===== src/rtl/zero_one_knapsack_max_value_macros.svh =====
// Assertion macros shared by the knapsack RTL.
`ifndef ZERO_ONE_KNAPSACK_MAX_VALUE_MACROS_SVH
`define ZERO_ONE_KNAPSACK_MAX_VALUE_MACROS_SVH

// Check cons in the same cycle as ante.
`define KNAP_ASSERT_IMP(label, clk, rstn, ante, cons) \
    label: assert property (@(posedge clk) disable iff (!(rstn)) (ante) |-> (cons)) \
        else $error("knapsack assertion failed");

// Check cons in the cycle after ante.
`define KNAP_ASSERT_NEXT(label, clk, rstn, ante, cons) \
    label: assert property (@(posedge clk) disable iff (!(rstn)) (ante) |=> (cons)) \
        else $error("knapsack assertion failed");

`endif


===== src/rtl/knap_pkg.sv =====
// Shared constants and control/status types for the knapsack block.
package knap_pkg;

    localparam int MAX_CAPACITY_DEF = 1023;
    localparam int SUM_WIDTH_DEF    = 32;

    localparam int WEIGHT_WIDTH = 10;
    localparam int VALUE_WIDTH  = 16;
    localparam int CAP_WIDTH    = 10;
    localparam int OUT_WIDTH    = 32;
    localparam int IN_DATA_WIDTH = 32;

    typedef struct packed {
        logic start;
        logic step;
        logic finish;
        logic emit;
    } ctrl_cmd_t;

    typedef struct packed {
        logic sweep_end;
        logic last;
        logic out_free;
    } dp_status_t;

endpackage


===== src/rtl/knap_ctrl.sv =====
// Controller state machine sequencing accept, table sweep, drain and result beat.
`include "zero_one_knapsack_max_value_macros.svh"

module knap_ctrl (
    input  logic                  aclk,
    input  logic                  aresetn,
    input  logic                  s_tvalid,
    output logic                  s_tready,
    input  knap_pkg::dp_status_t  status,
    output knap_pkg::ctrl_cmd_t   cmd
);

    import knap_pkg::*;

    typedef enum logic [3:0] {
        ST_IDLE  = 4'b0001,
        ST_SWEEP = 4'b0010,
        ST_DRAIN = 4'b0100,
        ST_EMIT  = 4'b1000
    } state_t;

    state_t state_reg, state_next;

    assign s_tready = (state_reg == ST_IDLE);

    always_comb begin
        state_next = state_reg;
        cmd        = '0;
        case (state_reg)
            ST_IDLE: begin
                cmd.start = s_tvalid;
                if (s_tvalid) begin
                    state_next = ST_SWEEP;
                end
            end
            ST_SWEEP: begin
                cmd.step = 1'b1;
                if (status.sweep_end) begin
                    state_next = ST_DRAIN;
                end
            end
            ST_DRAIN: begin
                cmd.finish = 1'b1;
                state_next = status.last ? ST_EMIT : ST_IDLE;
            end
            ST_EMIT: begin
                cmd.emit = status.out_free;
                if (status.out_free) begin
                    state_next = ST_IDLE;
                end
            end
            default: begin
                state_next = ST_IDLE;
            end
        endcase
    end

    always_ff @(posedge aclk) begin
        if (!aresetn) begin
            state_reg <= ST_IDLE;
        end else begin
            state_reg <= state_next;
        end
    end

    `KNAP_ASSERT_NEXT(a_accept_sweeps, aclk, aresetn, s_tvalid && s_tready, state_reg == ST_SWEEP)

endmodule


===== config.mk =====
export PLATFORM = sky130hd
export DESIGN_NAME = knap_ctrl
export DESIGN_NICKNAME = d
export VERILOG_FILES = /design/src/rtl/knap_pkg.sv /design/src/rtl/knap_ctrl.sv
export VERILOG_INCLUDE_DIRS = /design/src /design/src/rtl
export SDC_FILE = /design/constraint.sdc
export NUM_CORES = 1
export LEC_CHECK = 0
export ABC_CLOCK_PERIOD_IN_PS = 3210
export CAP_MARGIN = 20
export CORE_AREA = 4 4 41 43
export CTS_CLUSTER_SIZE = 28
export DETAILED_ROUTE_END_ITERATION = 16
export DIE_AREA = 0 0 45 47
export DONT_BUFFER_PORTS = 1
export MAX_ROUTING_LAYER = met4
export SLEW_MARGIN = 20
export SYNTH_ARGS = -nofsm -noshare
export SYNTH_HDL_FRONTEND = slang
export SYNTH_SLANG_ARGS = --single-unit

===== constraint.sdc =====
create_clock -name aclk -period 3.21 [get_ports aclk]
set_input_delay 0.1605 -clock aclk [delete_from_list [all_inputs] [get_ports aclk]]
set_output_delay 0.1605 -clock aclk [all_outputs]
set_load 0.03 [all_outputs]

==> results.py, run 1 <==
metrics = {
    "status": {
        "status": "finished clean",
    },
    "power": {
        "p_per_area_nw_per_um2": 471.0,
        "power_leakage_nw": 0.1306,
        "peakVddDrop_mv": 0.08843,
    },
    "drt": {
        "num_vias": 245,
        "antenna_left": 0,
        "wirelength_um": 639,
        "drt-wirelength-per-cell_um": 12.53,
        "via_per_inst": 4.804,
        "firstDrtPassIters": 3,
        "route.detailed.drc": 0,
        "drtIter0Drc": 4,
    },
    "timing": {
        "period_needed_ps": 1799,
        "slew_violations": 0,
        "worst_pin_slew_ps": 547.3,
        "timing.slew.headroom": 0.6338,
        "setup_viol": 0,
        "finalClockSkew_ps": 1.198,
        "setup_tns_ps": 0,
        "rsz0062_at_grt": "false",
        "fmax_mhz": 555.8,
        "post-route-period-util": 0.5605,
        "holdWs_ps": 44.83,
        "hold_viol_final": 0,
    },
    "grt": {
        "grt_max_degree": 11,
        "overflow": 0,
        "track_usage": 0.06770,
        "grt_pass1_wl_um": 959,
        "grt_pass1_vias": 237,
        "antenna_found_initial": 0,
    },
    "clock_network": {
        "post_cts_buffers": 0,
        "cts_root_buffer": "clkbuf_4",
        "ctsResizeCount": 0,
        "insertion_delay_ps": 230,
        "ctsHoldBuffers": 0,
        "clk_path_buf_depth": 2,
        "cts_max_level": 1,
        "cts_made_buffers": 3,
        "cts_tree": "done",
        "clock-sinks": 4,
        "cts.clk_slew.worst_paths_ps": 40,
    },
    "logic_synthesis": {
        "yosysTopAreaCellShare": 0.2909,
        "yosysWarnings": 0,
        "ys_types": 20,
        "syn_nets": 38,
        "seq_area_frac_synth": 0.2909,
        "syn_area_per_cell_um2": 8.602,
        "synth_seq_cells": 4,
        "synth_top_area_cell": "dfxtp_1",
        "netlist_area_um2": 275.3,
        "ys_top_cells_by_area": "dfxtp_1, nor3b_1, nor4b_1",
        "syn_inst": 32,
    },
    "placed_design": {
        "dp_cells": 48,
        "portBuffers": 0,
        "placed_area_um2": 297.8,
        "place.gp.congestion": 0.6578,
        "hpwl_um": 484.5,
    },
    "floorplan": {
        "num_rows": 13,
        "dieArea_um2": 2115,
        "initial_utilization": 0.2115,
        "die_h_um": 47,
        "pin_count": 11,
        "core_area_um2": 1301,
        "die_x_um": 45,
    },
    "critical_path": {
        "critical_path_required_ps": 3050,
        "criticalPathCategory": "reg2out",
        "cpPeakStageDelay_ps": 570,
        "cp_slowest_cell": "or4b_4",
        "arrival_ps": 1640,
        "cpLargestDelayFamily": "simple AND/OR/NAND/NOR gates",
        "path_cells": "or4b_4 -> nor2_1",
        "cp-start-kind": "register",
        "path_max_fanout": 10,
        "cp-end-kind": "primary output",
        "worstPathBufferInverterCount": 0,
    },
    "job": {
        "cap_violations": 0,
    },
    "finish": {
        "largest_reg_flops": 4,
        "layout-drive-gt1-share": 0.2778,
        "area_delta_synth_final_pct": 16.36,
        "n_antenna_cell": 0,
        "layout.cells.non_filler": 51,
        "layout_common_cells": "inv_1, dfxtp_1, nor2_1, nor3b_1, clkbuf_4",
        "fin_area_um2": 320.3,
        "nets": 44,
    },
    "worst_hold_path": {
        "min_path_type": "in2reg",
    },
}
stage by stage:
step | util | setup slack, ps | power [W]
after floorplan | - | 1508 | 0.00008514
after global placement | 0.2288 | 1669 | 0.00008949
after detailed placement | 0.2288 | 1654 | 0.00008952
after CTS | 0.2462 | 1393 | 0.0001558
after global routing | 0.2462 | 1360 | 0.0001601
final | 0.2462 | 1411 | 0.0001509
layer usage:
metal / share of wire / up-vias / wire length, um / track usage
li1: - / 127 / - / -
met1: 0.47 / 111 / 299 / 0.07045
met2: 0.45 / 7 / 287 / 0.09887
met3: 0.081 / 0 / 52 / 0.03065
met4: 0 / 0 / 0 / 0.05263
met5: 0 / - / 0 / -
report_power, final:
part | switching [W] | internal (W) | total [W]
Clock | 0.0000203 | 0.0000418 | 0.0000621
Sequential | 0.00000617 | 0.0000530 | 0.0000591
Combinational | 0.0000170 | 0.0000126 | 0.0000296
layout make-up:
type,instances,area (um2)
sequential,4,80.08
tap,15,18.77
inverter,4,15.01
multi-input combinational,23,168.9
clock buffer,3,22.52
timing repair buffer,2,15.01
fill,160,980.9
cells by family (layout without fill, tap and decap cells):
kind of cell | count (synthesis) | after routing | synth area share
buffers and inverters | 5 | 9 | 0.09544
AND/OR/NAND/NOR | 15 | 15 | 0.4091
AO/OA/AOI/OAI | 8 | 8 | 0.2046
flip-flops | 4 | 4 | 0.2909
worst paths after layout:
check	from	to	slack, ps	depth (start not counted)
worst max-delay path	state_reg[1]	cmd[0]	1410	2
worst min-delay path	aresetn	state_reg[1]	40	2
worst max register to register	state_reg[1]	state_reg[1]	1950	3
worst min register to register	state_reg[0]	state_reg[3]	580	1
synth_stat cells:
cell type and number:
a21bo_2 1, a21o_1 1, a21oi_1 1, a31oi_1 1, and3_2 1, and3b_1 1
buf_6 1, dfxtp_1 4, inv_1 4, nand2_1 1, nand4_1 1, nor2_1 3
nor2b_1 1, nor3b_1 3, nor4b_1 2, nor4b_2 1, o21ai_0 2, o21ai_2 1
o311ai_1 1, or4b_4 1
Note: power is estimated with default switching activity, not from simulation.
==> run 2: changes to the inputs <==
--- a/config.mk
+++ b/config.mk
@@ -6,7 +6,8 @@
 export SDC_FILE = /design/constraint.sdc
 export NUM_CORES = 1
 export LEC_CHECK = 0
-export ABC_CLOCK_PERIOD_IN_PS = 3210
+export ABC_AREA = 1
+export ABC_CLOCK_PERIOD_IN_PS = 1750
 export CAP_MARGIN = 20
 export CORE_AREA = 4 4 41 43
 export CTS_CLUSTER_SIZE = 28
==> constraint.sdc (replaced) <==
create_clock -name aclk -period 1.75 [get_ports aclk]
set_input_delay 0.0875 -clock aclk [delete_from_list [all_inputs] [get_ports aclk]]
set_output_delay 0.0875 -clock aclk [all_outputs]
set_load 0.03 [all_outputs]
==> results.py, run 2 <==
metrics = {
    "status": {
        "status": "finished clean",
    },
    "logic_synthesis": {
        "seq_area_frac_synth": 0.3153,
        "synth.most_common_cell": "inv_1",
        "yosysWarnings": 0,
        "ys_top_cells_by_area": "dfxtp_1, inv_1, nand2_1",
        "netlist_area_um2": 254.0,
        "synthTopCellsByCount": "inv_1, nand2_1, nor2_1",
        "syn_area_per_cell_um2": 5.773,
        "synthArstFlopShare": 0,
        "yosysTopAreaCellShare": 0.3153,
        "syn_nets": 50,
        "synth_top_area_cell": "dfxtp_1",
        "syn_inst": 44,
        "synth-edff-count": 0,
        "synth_seq_cells": 4,
        "synth_ff_type": "dfxtp_1",
        "ys_types": 12,
    },
    "clock_network": {
        "cts_max_level": 1,
        "cts_made_buffers": 3,
        "cts.clk_slew.worst_paths_ps": 40,
        "clk_path_buf_depth": 2,
        "post_cts_buffers": 0,
        "cts_root_buffer": "clkbuf_4",
        "cts_tree": "done",
        "clock-sinks": 4,
        "insertion_delay_ps": 230,
    },
    "grt": {
        "track_usage": 0.06852,
        "antenna_found_initial": 0,
        "grt_pass1_vias": 263,
        "grt_max_degree": 5,
        "overflow": 0,
        "grt_pass1_wl_um": 931,
    },
    "critical_path": {
        "path_cells": "nor2_2 -> nand2_1 -> inv_2 -> nand2_2 -> inv_1",
        "cp-start-kind": "register",
        "cpLargestDelayFamily": "buffers and inverters",
        "critical_path_required_ps": 1660,
        "cp-end-kind": "primary output",
        "criticalPathCategory": "reg2out",
        "path_max_fanout": 4,
        "cpPeakStageDelay_ps": 330,
        "worstPathBufferInverterCount": 2,
        "cp_slowest_cell": "dfxtp_1",
        "arrival_ps": 1310,
    },
    "timing": {
        "fmax_mhz": 717.5,
        "timing.slew.headroom": 0.6340,
        "holdWs_ps": 6.582,
        "rsz0062_at_grt": "false",
        "setup_viol": 0,
        "post-route-period-util": 0.7964,
        "period_needed_ps": 1394,
        "setup_tns_ps": 0,
        "finalClockSkew_ps": 1.914,
        "slew_violations": 0,
        "finalWorstSetupSlack_ps": 356.3,
        "worst_pin_slew_ps": 547.0,
        "hold_viol_final": 0,
    },
    "finish": {
        "nFillCells": 153,
        "layout-drive-gt1-share": 0.1429,
        "layout_common_cells": "inv_1, nand2_1, nor2_1, nand3_1, dfxtp_1",
        "final_common_cell": "inv_1",
        "multi_input_area_um2": 125.1,
        "nets": 57,
        "post-route-util": 0.2423,
        "regArea_um2": 80.08,
        "area_delta_synth_final_pct": 24.14,
        "n_antenna_cell": 0,
        "largest_reg_flops": 4,
        "fin_area_um2": 315.3,
    },
    "drt": {
        "via_per_inst": 4.344,
        "drt-wirelength-per-cell_um": 9.172,
        "num_vias": 278,
        "antenna_left": 0,
        "route.detailed.drc": 0,
        "drtIter0Drc": 5,
        "wirelength_um": 587,
        "firstDrtPassIters": 4,
    },
    "power": {
        "combPwrFrac": 0.224,
        "swShare": 0.3118,
        "peakVddDrop_mv": 0.1752,
        "clockPowerShare": 0.410,
        "power_leakage_nw": 0.1794,
        "p_per_area_nw_per_um2": 883.5,
        "intPower_w": 0.0001917,
        "sequentialPowerShare": 0.366,
        "net-switching-power_w": 0.00008686,
    },
    "floorplan": {
        "num_rows": 13,
        "initial_utilization": 0.1952,
        "die_x_um": 45,
        "core_area_um2": 1301,
        "dieArea_um2": 2115,
        "die_h_um": 47,
        "pin_count": 11,
    },
    "job": {
        "cap_violations": 0,
    },
    "placed_design": {
        "place.gp.congestion": 0.7267,
        "portBuffers": 0,
        "hpwl_um": 490.3,
        "place_ws_ps": 595.6,
        "placed_area_um2": 272.8,
    },
    "worst_hold_path": {
        "min_path_type": "in2reg",
    },
}
-- run 2: layout make-up --
cell class                 instances  area share
inverter                          13      0.1548
clock buffer                       3     0.07143
timing repair buffer               2     0.06349
sequential                         4      0.2540
tap                               15     0.05952
multi-input combinational         27      0.3968
-- run 2: power by group through the flow --
stage | combinational (W) | clock [W] | sequential [W]
2_1_floorplan | 0.0000526 | 0 | 0.000103
3_3_place_gp | 0.0000594 | 0 | 0.000103
3_5_place_dp | 0.0000594 | 0 | 0.000103
4_1_cts | 0.0000632 | 0.000120 | 0.000102
5_1_grt | 0.0000715 | 0.000125 | 0.000102
6_report | 0.0000624 | 0.000114 | 0.000102
-- run 2: what timing repair did --
| action | 4_1_cts | 5_1_grt |
|---|---|---|
| gates resized for setup | 0 | 0 |
| hold buffers | 2 | 0 |
| endpoints found under the hold margin | 2 | 0 |
| setup endpoints to repair | 0 | 0 |
-- run 2: metal layers --
layer | share of wire | wire [um] | up-vias | global-route usage
li1 | - | - | 140 | -
met1 | 0.43 | 255 | 119 | 0.06591
met2 | 0.36 | 214 | 17 | 0.08192
met3 | 0.16 | 96 | 2 | 0.05364
met4 | 0.034 | 20 | 0 | 0.07018
met5 | 0 | 0 | - | -
-- run 2: logic make-up after synthesis --
family | count (synthesis) | share of synthesized area
DFF | 4 | 0.3153
buffers and inverters | 13 | 0.1921
and+or+nand+nor | 25 | 0.4532
AOI/OAI and AO/OA | 2 | 0.03941
-- run 2: tightest hold or removal path: stages --
cell     delay, ps
nand2_1         40
inv_1           30
nand2_1         50
-- run 2: path summary, 6_finish.rpt --
kind         cells after the start  slack, ps            to         start
max                              5        360        cmd[3]  state_reg[2]
min                              3          7  state_reg[0]       aresetn
max reg2reg                      5        600  state_reg[2]  state_reg[2]
min reg2reg                      4        610  state_reg[1]  state_reg[1]
-- run 2: through the flow --
stage / power (W) / cells
5_1_grt: 0.0002990 / 64
2_1_floorplan: 0.0001551 / 44
3_5_place_dp: 0.0001626 / 59
6_report: 0.0002786 / 64
3_3_place_gp: 0.0001623 / 59
4_1_cts: 0.0002848 / 64
